File: src/hw/rtl/sids_pkg.sv
// Shared types and codes for the signed saturating divider.
package sids_pkg;

  typedef enum logic [1:0] {
    STATUS_OK       = 2'd0,
    STATUS_DIV_ZERO = 2'd1,
    STATUS_OVERFLOW = 2'd2
  } sids_status_t;

  typedef enum logic [1:0] {
    ST_IDLE,
    ST_DIV,
    ST_DONE
  } sids_state_t;

  typedef struct packed {
    logic load;    // capture operands, form magnitudes
    logic step;    // one restoring shift-subtract iteration
    logic finish;  // apply sign or saturation, fill output register
  } sids_cmd_t;

endpackage

File: src/hw/rtl/sids_ctrl.sv
// Sequencer for the divider: handshakes, iteration count, output valid.
module sids_ctrl #(
  parameter int DATA_WIDTH = 32
) (
  input  logic              clk,
  input  logic              rst,
  input  logic              in_valid,
  output logic              in_ready,
  output logic              out_valid,
  input  logic              out_ready,
  output sids_pkg::sids_cmd_t cmd
);

  localparam int CW = (DATA_WIDTH > 1) ? $clog2(DATA_WIDTH) : 1;

  sids_pkg::sids_state_t state, state_next;
  logic [CW-1:0]         cnt, cnt_next;

  always_ff @(posedge clk) begin
    if (rst) begin
      state     <= sids_pkg::ST_IDLE;
      cnt       <= '0;
      out_valid <= 1'b0;
    end else begin
      state <= state_next;
      cnt   <= cnt_next;
      if (cmd.finish) begin
        out_valid <= 1'b1;
      end else if (out_ready) begin
        out_valid <= 1'b0;
      end
    end
  end

  always_comb begin
    state_next = state;
    cnt_next   = cnt;
    cmd        = '0;
    in_ready   = 1'b0;
    unique case (state)
      sids_pkg::ST_IDLE: begin
        // refuse words while reset is held
        in_ready = ~rst;
        if (in_valid && !rst) begin
          cmd.load   = 1'b1;
          cnt_next   = CW'(DATA_WIDTH - 1);
          state_next = sids_pkg::ST_DIV;
        end
      end
      sids_pkg::ST_DIV: begin
        cmd.step = 1'b1;
        if (cnt == '0) begin
          state_next = sids_pkg::ST_DONE;
        end else begin
          cnt_next = cnt - 1'b1;
        end
      end
      sids_pkg::ST_DONE: begin
        // hold until the output register is free or being drained
        if (!out_valid || out_ready) begin
          cmd.finish = 1'b1;
          state_next = sids_pkg::ST_IDLE;
        end
      end
      default: begin
        state_next = sids_pkg::ST_IDLE;
      end
    endcase
  end

endmodule

File: src/hw/rtl/sids_datapath.sv
// Magnitude, restoring shift-subtract and sign fixup registers of the divider.
module sids_datapath #(
  parameter int DATA_WIDTH = 32
) (
  input  logic                  clk,
  input  sids_pkg::sids_cmd_t   cmd,
  input  logic [DATA_WIDTH-1:0] numerator,
  input  logic [DATA_WIDTH-1:0] denominator,
  output logic [DATA_WIDTH-1:0] quotient,
  output sids_pkg::sids_status_t status
);

  localparam int W = DATA_WIDTH;

  logic [W-1:0]           dvd;   // dividend bits shift out, quotient bits shift in
  logic [W-1:0]           rem;
  logic [W-1:0]           dmag;
  logic                   neg;
  sids_pkg::sids_status_t code;

  logic [W-1:0]           rem_shift;
  logic [W:0]             diff;
  logic [W-1:0]           n_mag;
  logic [W-1:0]           d_mag;
  logic [W-1:0]           min_val;
  logic [W-1:0]           q_signed;

  assign min_val = {1'b1, {(W-1){1'b0}}};

  // two's complement negation also maps the most negative value to 2^(W-1)
  assign n_mag = numerator[W-1]   ? (~numerator + 1'b1)   : numerator;
  assign d_mag = denominator[W-1] ? (~denominator + 1'b1) : denominator;

  assign rem_shift = {rem[W-2:0], dvd[W-1]};
  assign diff      = {1'b0, rem_shift} - {1'b0, dmag};
  assign q_signed  = neg ? (~dvd + 1'b1) : dvd;

  always_ff @(posedge clk) begin
    if (cmd.load) begin
      dvd  <= n_mag;
      dmag <= d_mag;
      rem  <= '0;
      neg  <= numerator[W-1] ^ denominator[W-1];
      if (denominator == '0) begin
        code <= sids_pkg::STATUS_DIV_ZERO;
      end else if (numerator == min_val && denominator == '1) begin
        code <= sids_pkg::STATUS_OVERFLOW;
      end else begin
        code <= sids_pkg::STATUS_OK;
      end
    end else if (cmd.step) begin
      if (!diff[W]) begin
        rem <= diff[W-1:0];
        dvd <= {dvd[W-2:0], 1'b1};
      end else begin
        rem <= rem_shift;
        dvd <= {dvd[W-2:0], 1'b0};
      end
    end
    if (cmd.finish) begin
      status <= code;
      if (code != sids_pkg::STATUS_OK) begin
        quotient <= {1'b0, {(W-1){1'b1}}};
      end else begin
        quotient <= q_signed;
      end
    end
  end

endmodule

File: src/hw/rtl/signed_int_divider_saturating.sv
// Top level of the signed saturating divider: sequencer plus datapath.
//
//  channel   | group       | payload
//  ----------+-------------+---------------------------------------------
//  input     | s_axis_*    | tdata: numerator, denominator (zero padded)
//  output    | m_axis_*    | tdata: quotient (zero padded); tuser: status
//
// The accepting edge loads the operands; each step of the shared
// shift-subtract unit then gives one quotient bit, and one more step applies
// the sign and fills the output register. A new word is taken in the cycle
// after the fixup, even while the previous result still waits in the output
// register. A stalled output holds the finished divider in its fixup step.
// Reset is synchronous, clears only the sequencer and the output valid, and
// holds the input ready low.
module signed_int_divider_saturating #(
  parameter int DATA_WIDTH = 32
) (
  input  logic                       clk,
  input  logic                       rst,
  input  logic                       s_axis_tvalid,
  output logic                       s_axis_tready,
  // numerator [DATA_WIDTH-1:0], denominator [2*DATA_WIDTH-1:DATA_WIDTH]
  input  logic [((2*DATA_WIDTH+7)/8)*8-1:0] s_axis_tdata,
  output logic                       m_axis_tvalid,
  input  logic                       m_axis_tready,
  // quotient [DATA_WIDTH-1:0]
  output logic [((DATA_WIDTH+7)/8)*8-1:0]   m_axis_tdata,
  // status [1:0]
  output logic [1:0]                 m_axis_tuser
);

  localparam int OUT_W = ((DATA_WIDTH + 7) / 8) * 8;

  sids_pkg::sids_cmd_t    cmd;
  sids_pkg::sids_status_t status;
  logic [DATA_WIDTH-1:0]  quotient;

  sids_ctrl #(
    .DATA_WIDTH (DATA_WIDTH)
  ) u_ctrl (
    .clk       (clk),
    .rst       (rst),
    .in_valid  (s_axis_tvalid),
    .in_ready  (s_axis_tready),
    .out_valid (m_axis_tvalid),
    .out_ready (m_axis_tready),
    .cmd       (cmd)
  );

  sids_datapath #(
    .DATA_WIDTH (DATA_WIDTH)
  ) u_datapath (
    .clk         (clk),
    .cmd         (cmd),
    .numerator   (s_axis_tdata[DATA_WIDTH-1:0]),
    .denominator (s_axis_tdata[2*DATA_WIDTH-1:DATA_WIDTH]),
    .quotient    (quotient),
    .status      (status)
  );

  assign m_axis_tdata = OUT_W'(quotient);
  assign m_axis_tuser = status;

endmodule

File: config.mk
export PLATFORM = sky130hd
export DESIGN_NAME = signed_int_divider_saturating
export DESIGN_NICKNAME = d
export VERILOG_FILES = /design/src/hw/rtl/sids_pkg.sv /design/src/hw/rtl/sids_ctrl.sv /design/src/hw/rtl/sids_datapath.sv /design/src/hw/rtl/signed_int_divider_saturating.sv
export SDC_FILE = /design/constraint.sdc
export NUM_CORES = 1
export LEC_CHECK = 0
export BUFFER_PORTS_ARGS = -buffer_cell sky130_fd_sc_hd__buf_2
export CAP_MARGIN = 20
export CORE_AREA = 2 2 145 147
export DETAILED_ROUTE_END_ITERATION = 8
export DIE_AREA = 0 0 147 149
export SETUP_SLACK_MARGIN = 0.1
export SLEW_MARGIN = 15
export SYNTH_ARGS = -nofsm -noshare
export SYNTH_HDL_FRONTEND = slang
export SYNTH_HIERARCHICAL = 1
export SYNTH_SLANG_ARGS = --single-unit
File: constraint.sdc
create_clock -name clk -period 9.27 [get_ports clk]
set_input_delay 1.854 -clock clk [delete_from_list [all_inputs] [get_ports clk]]
set_output_delay 1.854 -clock clk [all_outputs]
set_load 0.05 [all_outputs]
# ---- After elaboration in Yosys (flattened, before gate mapping)
# Index checks and enable logic that the tools add are counted.
dict set report op_classes {
  addsub 5
  n_eq_ne 8
  n_mux 23
  n_bitwise 5
  n_reduce_logical 14
}
# cell count
set op_table {}
lappend op_table {{two-way mux 32 bit} 4}
lappend op_table {{adder 32 x 1 -> 32 bit (second input constant)} 3}
lappend op_table {{NOT 32 bit} 3}
lappend op_table {{equality test 32 bit (second input constant)} 2}
lappend op_table {{two-way mux 31 bit} 2}
lappend op_table {{subtractor 32 x 32 -> 33 bit} 1}
lappend op_table {{logical NOT 32 bit} 1}
lappend op_table {{two-way mux 5 bit} 2}
lappend op_table {{case mux 5 bit (2 select lines)} 1}
lappend op_table {{two-way mux 1 bit} 9}
lappend op_table {{two-way mux 2 bit} 4}
lappend op_table {{nonzero test 2 bit} 4}
lappend op_table {{!= test 2 x 1 -> 1 bit (second input constant)} 3}
lappend op_table {{case mux 2 bit (3 select lines)} 1}
lappend op_table {{AND reduction 3 bit} 2}
lappend op_table {{logical NOT 5 bit} 1}
lappend op_table {{subtractor 5 x 1 -> 5 bit (second input constant)} 1}
lappend op_table {{equality test 2 x 1 -> 1 bit (second input constant)} 1}
lappend op_table {{equality test 2 bit (second input constant)} 1}
lappend op_table {{logical AND 1 bit} 2}
lappend op_table {{logical NOT 1 bit} 2}
lappend op_table {{logical NOT 2 bit} 1}
lappend op_table {{!= test 2 bit (second input constant)} 1}
lappend op_table {{logical OR 1 bit} 1}
lappend op_table {{other kinds (2)} 2}
dict set report word_totals {
  reg_bits 140
  out_inout_bits 36
}

# ---- Logic depth before layout (Yosys ltp)
# Gate-level depths: netlist of run 1.
dict set report logic_depth {
  ltp_word 5
  depth_mapped 14
}

# ---- By module
# Netlist of run 1, hierarchy kept.
# module instances cells_each area_each_um2 seq_area_each_um2
set modules_own_cells {}
lappend modules_own_cells {sids_datapath 1 910 8557.0 3653.5}
lappend modules_own_cells {sids_ctrl 1 46 407.9 160.2}

# ---- Worst setup path after synthesis of run 1
# OpenSTA, ideal clock, no wires.
dict set report synth_timing {
  kind {input -> register}
  from {in rst}
  to {reg u_datapath.dvd[31] (data pin)}
  setup_ps 269
  arrival_time_ps 4588
  setup_slack_ps 4413
  path_stages 8
  path_buffers 4
  cell_sequence {clkbuf_8 -> nor3_2 -> nand2_1 -> inv_1 -> clkbuf_1 -> clkbuf_1 -> clkbuf_1 -> o22ai_1}
}
# element line
set synth_lines {}
lappend synth_lines {{start: declaration} signed_int_divider_saturating.sv:19} ;# input logic rst,
lappend synth_lines {{end signal: assignment} sids_datapath.sv:40} ;# dvd <= n_mag;
lappend synth_lines {{end signal: assignment} sids_datapath.sv:54} ;# dvd <= {dvd[W-2:0], 1'b1};
lappend synth_lines {{end signal: assignment} sids_datapath.sv:57} ;# dvd <= {dvd[W-2:0], 1'b0};
lappend synth_lines {{end: declaration} sids_datapath.sv:15} ;# logic [W-1:0] dvd;

# ---- Final worst setup path of run 1
dict set report layout_timing {
  from {in s_axis_tdata[4]}
  to {reg u_datapath.dvd[26] (data pin)}
}
dict set report layout_via {
  elab_chain_cells 4
}
# element line
set layout_rtl {}
lappend layout_rtl {{start: declaration} signed_int_divider_saturating.sv:23} ;# input logic [((2*DATA_WIDTH+7)/8)*8-1:0] s_axis_tdata,
lappend layout_rtl {{NOT 32 bit} sids_datapath.sv:31} ;# assign n_mag = numerator[W-1] ? (~numerator + 1'b1) : numerator;
lappend layout_rtl {{adder 32 x 1 -> 32 bit} sids_datapath.sv:31}
lappend layout_rtl {{two-way mux 32 bit} sids_datapath.sv:31}
lappend layout_rtl {{two-way mux 32 bit} sids_datapath.sv:39} ;# if (cmd.load) begin
# No other way between the ends.
# A chain may end at the register's enable or synchronous reset.

==> results of run 1 <==
## per-layer routing
metal,vias to the layer above,part of all wire,track usage
li1,3657,-,-
met1,3351,0.49,0.278
met2,154,0.45,0.311
met3,29,0.036,0.0339
met4,0,0.019,0.0649
met5,-,0,0
## flip-flops by register name, summed over array words and instances, names as in the netlist
| register | cells |
|---|---|
| u_ctrl/cnt | 5 |
| u_ctrl/out_valid | 1 |
| u_ctrl/state | 2 |
| u_datapath/code | 2 |
| u_datapath/dmag | 32 |
| u_datapath/dvd | 32 |
| u_datapath/neg | 1 |
| u_datapath/quotient | 32 |
| u_datapath/rem | 31 |
| u_datapath/status | 2 |
## placed cells by master, fill, tap and decap left out, drive strengths merged, types with 2 or more instances in the layout
master,netlist,routed
buf,5,107
edfxtp,101,101
nand2,81,81
nor2,79,79
a21oi,78,78
inv,54,63
xor2,59,59
o21ai,59,59
xnor2,50,50
dfxtp,39,39
ha,37,37
a211oi,32,32
o31ai,27,27
mux2i,22,22
nand2b,18,18
nor3,18,18
clkbuf,40,17
a21o,17,17
nand3,16,16
o41ai,15,15
or4,15,15
nand4,14,14
and3,11,11
nor4,11,11
o211ai,7,7
or2,6,6
or3,6,6
a31oi,6,6
nor2b,5,5
o21a,4,4
bufinv,0,3
clkinv,0,3
diode,0,2
o32a,2,2
o21bai,2,2
o22ai,2,2
o2111ai,2,2
nand3b,2,2
## where the power goes
group / internal [mW] / switching (mW) / leakage (nW)
logic: 0.467 / 0.649 / 2.48
registers: 0.829 / 0.117 / 1.25
clock network: 0.439 / 0.304 / 0.316
total: 1.73 / 1.07 / 4.05
## cells in the mapped netlist, types with 9 or more instances
cell | instances | area [µm²]
a211oi_1 | 32 | 240
a21o_1 | 17 | 128
a21oi_1 | 78 | 390
and3_1 | 11 | 68.8
clkbuf_1 | 39 | 146
dfxtp_1 | 39 | 781
edfxtp_1 | 101 | 3030
ha_1 | 37 | 463
inv_1 | 54 | 203
mux2i_1 | 22 | 220
nand2_1 | 80 | 300
nand2b_1 | 18 | 113
nand3_1 | 16 | 80.1
nand4_1 | 14 | 87.6
nor2_1 | 79 | 297
nor3_1 | 17 | 85.1
nor4_1 | 9 | 56.3
o21ai_0 | 57 | 285
o31ai_1 | 25 | 188
o41ai_1 | 14 | 123
or4_1 | 10 | 75.1
xnor2_1 | 50 | 438
xor2_1 | 59 | 517
## worst max-delay path, cell delays in order
cell and delay (ps):
buf_2 120, or4_4 580, nor4_4 240, nand2_1 190, or3_1 420, or4_1 440
or4_4 490, o31ai_4 200, xor2_1 170, a21oi_1 80
## final cells by class
class,count,area share
Inverter,54,0.0198
Tap cell,275,0.0333
Multi-Input combinational cell,717,0.462
Clock buffer,17,0.0411
Sequential cell,140,0.369
Timing Repair Buffer,107,0.0535
Antenna cell,2,0.000484
Clock inverter,15,0.0209
## kinds of logic after synthesis
family / count (synthesis) / synth area share
muxes: 23 / 0.0258
buffers and inverters: 99 / 0.0430
DFF: 140 / 0.425
AOI/OAI and AO/OA: 258 / 0.183
xor gates and xnor gates: 109 / 0.106
adders and majority gates: 38 / 0.0539
and+or+nand+nor: 289 / 0.162
## stage by stage
stage	hold slack [ps]	cells	instance area, µm²	setup slack [ps]	util
global placement	481	1292	9680	4290	0.471
detailed placement	485	1292	9680	4230	0.471
finish	498	1327	10300	4620	0.503
global route	527	1326	10300	4520	0.503
CTS	497	1324	10300	4680	0.502
floorplan	452	956	8960	4410	-
## final timing paths
path	endpoint	cells past startpoint
setup / recovery	u_datapath/dvd[26]	10
hold / removal	u_datapath/rem[28]	2
setup reg to reg	u_datapath/rem[0]	11
hold reg to reg	u_datapath/rem[28]	2
==> impl_metrics.csv, run 1 <==
group,metric,value,unit
final_layout,multi_input_area,4780,µm²
floorplan,die_w,147,µm
clocking,cts_resized,0,
synth,syn_avg_cell_area,9.38,µm²
synth,synth_area,8960,µm²
global_route,grt_max_degree,97,
synth,synth.distinct_cells,60,
floorplan,start_util,0.436,
final_layout,nets,1143,
power,p_total,2.80,mW
clocking,cts_tree,"built",
timing,rsz0062_at_grt,"false",
clocking,clkLatencyLatePin,430,ps
place,gp_congestion,0.846,
global_route,antenna_found_initial,1,
global_route,first_global_vias,6701,
clocking,cts.sinks,140,
final_layout,drive_gt1_frac,0.157,
timing,clock-skew-final,16.3,ps
final_layout,area_growth,15.3,%
detailed_routing,drc_errors,0,
worst_hold_path,hold_path.class,"reg2reg",
synth,synth_edf_count,101,
critical_path,cp.required,9410,ps
power,p_per_area,271,nW/µm²
critical_path,cp.arrival,4790,ps
clocking,cts_buffers,17,
critical_path,cp-end-kind,"register",
floorplan,die_area,21900,µm²
timing,finalSetupViolCount,0,
clocking,cts_buffer_depth,2,
clocking,clkTransAtPathRegs,60,ps
synth,ys.flop_type,"edfxtp_1",
clocking,postCtsSetupBuffers,0,
floorplan,ios,104,
place,io_buffers,103,
floorplan,core-area,20600,µm²
worst_hold_path,hp-start,"u_datapath/rem[28]",
detailed_routing,drt_pass1_iterations,5,
place,dp_hpwl,15.2,mm
timing,tightestPinTransition,1030,ps
synth,synth_cells,956,
synth,synth-warning-count,6,
run,maxCapViolCount,0,
power,leakagePower,4.05,nW
floorplan,rows,53,
critical_path,cp_max_fo,5,
global_route,grt_usage,0.197,
timing,finalCritPeriodShare,0.501,
timing,fmax,215,MHz
critical_path,reg2reg_slack,5430,ps
clocking,cts_root_buffer,"clkbuf_16",
detailed_routing,routedWlPerCell,15.8,µm
timing,slew_headroom,0.311,
power,ir_drop,0.146,mV
floorplan,die_h,149,µm
final_layout,ff_latch_area,3810,µm²
detailed_routing,drtAntennaViolNets,0,
final_layout,fillers,2009,
synth,synth_seq_area_share,0.425,
timing,fin_crit,4650,ps
global_route,gr-total-overflow,0,
clocking,cts_hold_buf,0,
critical_path,worst-setup-path-type,"in2reg",
detailed_routing,drtIter0Drc,384,
timing,drv_slew,0,
global_route,grt_pass1_wl,34.7,mm
critical_path,startpoint,"s_axis_tdata[4]",
synth,syn_nets,1062,
detailed_routing,viasPerCell,5.42,
status,status,"finished clean",
detailed_routing,via_count,7191,
timing,finalSetupTns,0,ps
critical_path,timing.rr.start,"u_datapath/dvd[31]",
clocking,cts_max_level,4,
critical_path,start_kind,"primary input",
synth,ys_ff_latch,140,
detailed_routing,drt_wl_total,21.0,mm
timing,hold_viol_final,0,
synth,async_reset_ff_frac,0,
Power figures use the tool's default switching activity.
==> run 2, diff against run 1 <==
==> constraint.sdc (replaced) <==
create_clock -name clk -period 4.7 [get_ports clk]
set_input_delay 0.94 -clock clk [delete_from_list [all_inputs] [get_ports clk]]
set_output_delay 0.94 -clock clk [all_outputs]
set_load 0.05 [all_outputs]
==> impl_metrics.csv, run 2 (same netlist as run 1, synthesis figures left out) <==
group,metric,value,unit
status,status,"finished clean",
power,switching_power,2.11,mW
critical_path,crit_chain,"buf_2 > or4_4 > nor4_4 > nand2_1 > or3_1 > or4_1 > or4_4 > o31ai_4 > xor2_1 > a21oi_1",
global_route,gr-total-overflow,0,
critical_path,critPathTopFamily,"simple AND/OR/NAND/NOR gates",
worst_hold_path,hold_path.class,"reg2reg",
timing,rsz0062_at_grt,"false",
critical_path,cp-end-kind,"register",
power,intPower,3.43,mW
clocking,cts.sinks,140,
final_layout,final_common_cell,"buf_2",
clocking,cts_hold_buf,0,
timing,drv_slew,0,
final_layout,final_cell_mix,"103 x buf_2, 101 x edfxtp_1, 80 x nand2_1, 78 x nor2_1, 78 x a21oi_1",
timing,finalCritPeriodShare,0.779,
final_layout,fillers,1938,
detailed_routing,drtAntennaViolNets,0,
timing,finalSetupViolCount,0,
critical_path,slowest_stage,"or4_4",
final_layout,drive_gt1_frac,0.160,
floorplan,die_w,147,µm
floorplan,rows,53,
critical_path,path_common_cell,"or4_4",
power,clkPwrFrac,0.265,
power,leakagePower,4.06,nW
detailed_routing,routedWlPerCell,15.7,µm
critical_path,start_kind,"primary input",
power,swShare,0.381,
detailed_routing,drt_pass1_iterations,4,
clocking,cts_tree,"built",
place,placed_area,9700,µm²
power,p_seq_frac,0.336,
critical_path,cp_max_fo,5,
final_layout,postLayoutCellArea,10400,µm²
clocking,cts_root_buffer,"clkbuf_16",
detailed_routing,drc_errors,0,
global_route,grt_usage,0.192,
final_layout,area_growth,15.6,%
power,p_per_area,535,nW/µm²
timing,tightestPinTransition,911,ps
global_route,grt_pass1_wl,33.9,mm
floorplan,die_area,21900,µm²
timing,clock-skew-final,13.1,ps
timing,finalSetupTns,0,ps
global_route,first_global_vias,6660,
detailed_routing,viasPerCell,5.40,
clocking,clkTransAtPathRegs,60,ps
clocking,postCtsSetupBuffers,0,
global_route,grt_max_degree,67,
timing,fin_crit,3660,ps
timing,slew_headroom,0.391,
final_layout,ff_latch_area,3810,µm²
floorplan,start_util,0.436,
detailed_routing,drt_wl_total,20.8,mm
place,gp_congestion,0.838,
clocking,cts_resized,0,
floorplan,ios,104,
run,maxCapViolCount,0,
critical_path,cp.required,4850,ps
critical_path,critical_path_buf_inv_count,1,
power,p_total,5.54,mW
final_layout,multi_input_area,4780,µm²
timing,fmax,273,MHz
floorplan,die_h,149,µm
timing,hold_viol_final,0,
final_layout,nets,1146,
detailed_routing,drtIter0Drc,410,
detailed_routing,via_count,7178,
global_route,antenna_found_initial,1,
clocking,clkLatencyLatePin,420,ps
place,dp_hpwl,15.5,mm
floorplan,core-area,20600,µm²
clocking,cts_max_level,4,
critical_path,cp.arrival,3810,ps
power,ir_drop,0.326,mV
place,io_buffers,103,
clocking,cts_buffers,17,
power,share_comb_of_total_power,0.399,
clocking,cts_buffer_depth,2,
critical_path,worst-setup-path-type,"in2reg",
critical_path,max_stage_delay,570,ps
final_layout,top_regs,"u_datapath/dmag: 32 flops, u_datapath/dvd: 32 flops, u_datapath/quotient: 32 flops",
-- run 2: changes by cell type in the layout (fill, tap and decap cells not counted), sizes merged --
cell,change
buf,+3
diode,-1
-- run 2: path summary, 6_finish.rpt --
check / startpoint / to / slack (ps) / cells after the start
setup reg to reg: u_datapath/dvd[31] / u_datapath/rem[11] / 1210 / 12
hold / removal: u_datapath/rem[24] / u_datapath/rem[24] / 490 / 2
hold reg to reg: u_datapath/rem[24] / u_datapath/rem[24] / 490 / 2
setup / recovery: s_axis_tdata[4] / u_datapath/dvd[26] / 1040 / 10
-- run 2: layout make-up --
| class | instances | share of cell area |
|---|---|---|
| Tap cell | 275 | 0.0332 |
| Clock inverter | 15 | 0.0211 |
| Multi-Input combinational cell | 717 | 0.461 |
| Antenna cell | 1 | 0.000241 |
| Inverter | 54 | 0.0198 |
| Sequential cell | 140 | 0.368 |
| Clock buffer | 17 | 0.0411 |
| Timing Repair Buffer | 110 | 0.0555 |
-- run 2: metrics by stage --
stage	hold slack (ps)	utilization	cells	setup slack, ps
4_1_cts	495	0.503	1327	1060
6_report	493	0.504	1329	1040
3_3_place_gp	478	0.472	1295	677
5_1_grt	535	0.504	1329	911
3_5_place_dp	483	0.472	1295	616
2_1_floorplan	452	-	956	757
-- run 2: routing by layer --
layer,share of wire,global-route usage
met5,0,0
met4,0.021,0.0644
met3,0.039,0.0272
met2,0.45,0.301
met1,0.49,0.274
-- run 2: worst min-delay path, cell delays in order, from the launching register on --
cell and delay, ps:
dfxtp_1 320, nand2b_1 70, a21oi_1 50
-- run 2: power by group through the flow --
stage	Clock, mW	Sequential, mW	Combinational, mW
2_1_floorplan	0	1.85	1.72
3_3_place_gp	0	1.88	2.18
3_5_place_dp	0	1.89	2.19
5_1_grt	1.55	1.90	2.50
4_1_cts	1.50	1.86	2.20
6_report	1.47	1.86	2.21
==> run 3, diff against run 2 <==
--- a/config.mk
+++ b/config.mk
@@ -5,11 +5,12 @@
 export SDC_FILE = /design/constraint.sdc
 export NUM_CORES = 1
 export LEC_CHECK = 0
+export ABC_AREA = 1
 export BUFFER_PORTS_ARGS = -buffer_cell sky130_fd_sc_hd__buf_2
 export CAP_MARGIN = 20
-export CORE_AREA = 2 2 145 147
+export CORE_AREA = 2 2 159 161
 export DETAILED_ROUTE_END_ITERATION = 8
-export DIE_AREA = 0 0 147 149
+export DIE_AREA = 0 0 161 163
 export SETUP_SLACK_MARGIN = 0.1
 export SLEW_MARGIN = 15
 export SYNTH_ARGS = -nofsm -noshare
==> constraint.sdc (replaced) <==
create_clock -name clk -period 3.07 [get_ports clk]
set_input_delay 0.614 -clock clk [delete_from_list [all_inputs] [get_ports clk]]
set_output_delay 0.614 -clock clk [all_outputs]
set_load 0.05 [all_outputs]
==> impl_metrics.csv, run 3 <==
group,metric,value,unit
status,status,"finished clean",
final_layout,fillers,2570,
detailed_routing,routedWlPerCell,15.1,µm
power,clkPwrFrac,0.316,
floorplan,ios,104,
run,maxCapViolCount,0,
final_layout,insertedDiodeCount,0,
detailed_routing,drtAntennaViolNets,0,
final_layout,final_cell_mix,"474 x nand2_1, 282 x inv_1, 180 x nand3_1, 155 x nor2_1, 103 x buf_2",
critical_path,cp_max_fo,32,
clocking,cts_buffer_depth,2,
critical_path,cp-end-kind,"register",
floorplan,rows,58,
clocking,cts.sinks,140,
timing,clock-skew-final,8.63,ps
global_route,grt_max_degree,48,
critical_path,critPathTopFamily,"simple AND/OR/NAND/NOR gates",
timing,hold_ws,435,ps
power,leakagePower,6.04,nW
detailed_routing,via_count,10300,
critical_path,max_stage_delay,400,ps
clocking,cts_root_buffer,"clkbuf_16",
clocking,cts_tree,"built",
synth,synth_area,10800,µm²
timing,finalSetupViolCount,0,
timing,hold_viol_final,0,
power,intPower,3.94,mW
final_layout,multi_input_area,5760,µm²
final_layout,top_regs,"u_datapath/dmag: 32 flops, u_datapath/dvd: 32 flops, u_datapath/quotient: 32 flops",
place,io_buffers,103,
timing,drv_slew,0,
power,swShare,0.367,
critical_path,cp.required,3400,ps
power,switching_power,2.29,mW
synth,synth_area_leaders,"edfxtp_1 28%, nand2_1 16%, inv_1 9.8%, nand3_1 8.3%, dfxtp_1 7.2%",
detailed_routing,drt_pass1_iterations,5,
critical_path,start_kind,"register",
detailed_routing,top_layer,"met4",
critical_path,worst-setup-path-type,"reg2reg",
detailed_routing,drc_errors,0,
critical_path,slowest_stage,"fa_1",
detailed_routing,wl_met2,12.6,mm
timing,tightestPinTransition,774,ps
final_layout,area_growth,13.3,%
final_layout,final_common_cell,"nand2_1",
timing,finalCritPeriodShare,0.889,
final_layout,ff_latch_area,3810,µm²
clocking,cts_hold_buf,0,
floorplan,core-area,24700,µm²
synth,synth.largest_area_cell,"edfxtp_1",
clocking,cts_resized,0,
detailed_routing,drt_wl_total,30.9,mm
detailed_routing,wl_met1,15.8,mm
synth,syn_avg_cell_area,6.72,µm²
floorplan,start_util,0.439,
critical_path,path_common_cell,"nand2_1",
timing,finalSetupTns,0,ps
timing,rsz0062_at_grt,"false",
place,dp_hpwl,24.4,mm
floorplan,die_h,163,µm
timing,fmax,366,MHz
global_route,gr-total-overflow,0,
clocking,clkTransAtPathRegs,70,ps
synth,async_reset_ff_frac,0,
floorplan,die_area,26200,µm²
synth,ys_ff_latch,140,
synth,synth_top_cell_area_share,0.280,
synth,syn_nets,1717,
clocking,cts_buffers,17,
detailed_routing,drtIter0Drc,874,
synth,synth_cells,1611,
worst_hold_path,hold_path.class,"in2reg",
global_route,antenna_found_initial,0,
timing,fin_crit,2730,ps
clocking,postCtsSetupBuffers,0,
synth,synth_seq_area_share,0.352,
timing,slew_headroom,0.484,
synth,synth_commonest_cells,"474 x nand2_1, 283 x inv_1, 180 x nand3_1",
global_route,grt_usage,0.239,
synth,ys.flop_type,"edfxtp_1",
power,p_per_area,508,nW/µm²
critical_path,cp.arrival,3060,ps
critical_path,critical_path_buf_inv_count,2,
final_layout,nets,1814,
floorplan,die_w,161,µm
clocking,cts_max_level,4,
power,ir_drop,0.337,mV
power,share_comb_of_total_power,0.274,
detailed_routing,viasPerCell,5.04,
synth,synth.distinct_cells,46,
clocking,clkLatencyLatePin,430,ps
synth,synth-warning-count,6,
detailed_routing,dr_wl_met3,2.24,mm
place,gp_congestion,0.931,
synth,synth_edf_count,101,
final_layout,drive_gt1_frac,0.106,
power,p_seq_frac,0.410,
critical_path,crit_chain,"inv_1 > ha_1 > fa_1 > inv_1 > nand3_1 > nand2_1 > nand2_1 > nand2_1 > nand2_1 > nand2_1 > nand2_4 > nand2_4 > o21ai_1 > nand3_1 > nand2_1",
global_route,grt_pass1_wl,49.5,mm
global_route,first_global_vias,9380,
synth,yosys.cell_count.top_type,"nand2_1",
-- run 3: path summary, 6_finish.rpt --
| check | from | cells past startpoint | to | slack (ps) |
|---|---|---|---|---|
| min reg2reg | u_ctrl/cnt[4] | 2 | u_ctrl/cnt[4] | 470 |
| max | u_datapath/dvd[31] | 15 | u_datapath/rem[16] | 340 |
| min | rst | 2 | u_ctrl/cnt[2] | 430 |
| max reg2reg | u_datapath/dvd[31] | 15 | u_datapath/rem[16] | 340 |
-- run 3: area by class of cell --
cell class,count,area share
sequential,140,0.311
clock inverter,14,0.0106
tap,330,0.0337
inverter,288,0.0884
multi-input combinational,1143,0.469
clock buffer,18,0.0350
timing repair buffer,118,0.0522
-- run 3: layer usage --
layer  vias up  GRT usage
li1       5355          -
met1      4624      0.368
met2       348      0.348
met3        18     0.0435
met4         0     0.0495
met5         -          0
-- run 3: metrics by stage --
step	instances	instance area (µm²)	setup slack, ps	power (mW)	util
floorplan	1611	10800	231	3.73	-
global placement	2019	11700	390	4.26	0.475
detailed placement	2019	11700	340	4.28	0.475
CTS	2051	12300	338	6.27	0.497
global route	2051	12300	112	6.60	0.497
finish	2051	12300	341	6.23	0.497
-- run 3: worst register-to-register path: stages (launching register included) --
cell and delay (ps):
edfxtp_1 330, inv_1 80, ha_1 240, fa_1 400, inv_1 110, nand3_1 70
nand2_1 130, nand2_1 60, nand2_1 110, nand2_1 90, nand2_1 130, nand2_4 150
nand2_4 380, o21ai_1 200, nand3_1 100, nand2_1 50
-- run 3: power by group through the flow --
stage               logic, mW  clock network, mW  registers (mW)
floorplan                1.16                  0            2.58
global placement         1.68                  0            2.58
detailed placement       1.70                  0            2.58
CTS                      1.71               2.02            2.54
global route             1.93               2.09            2.58
finish                   1.71               1.97            2.56
-- run 3: kinds of logic (layout without fill, tap and decap cells) --
kind of cell,Yosys count,in the layout,share of synthesized area
buffers and inverters,328,438,0.117
DFF,140,140,0.352
adders and majority gates,38,38,0.0446
xor gates and xnor gates,59,59,0.0477
and+or+nand+nor,911,911,0.368
AOI/OAI and AO/OA,135,135,0.0701
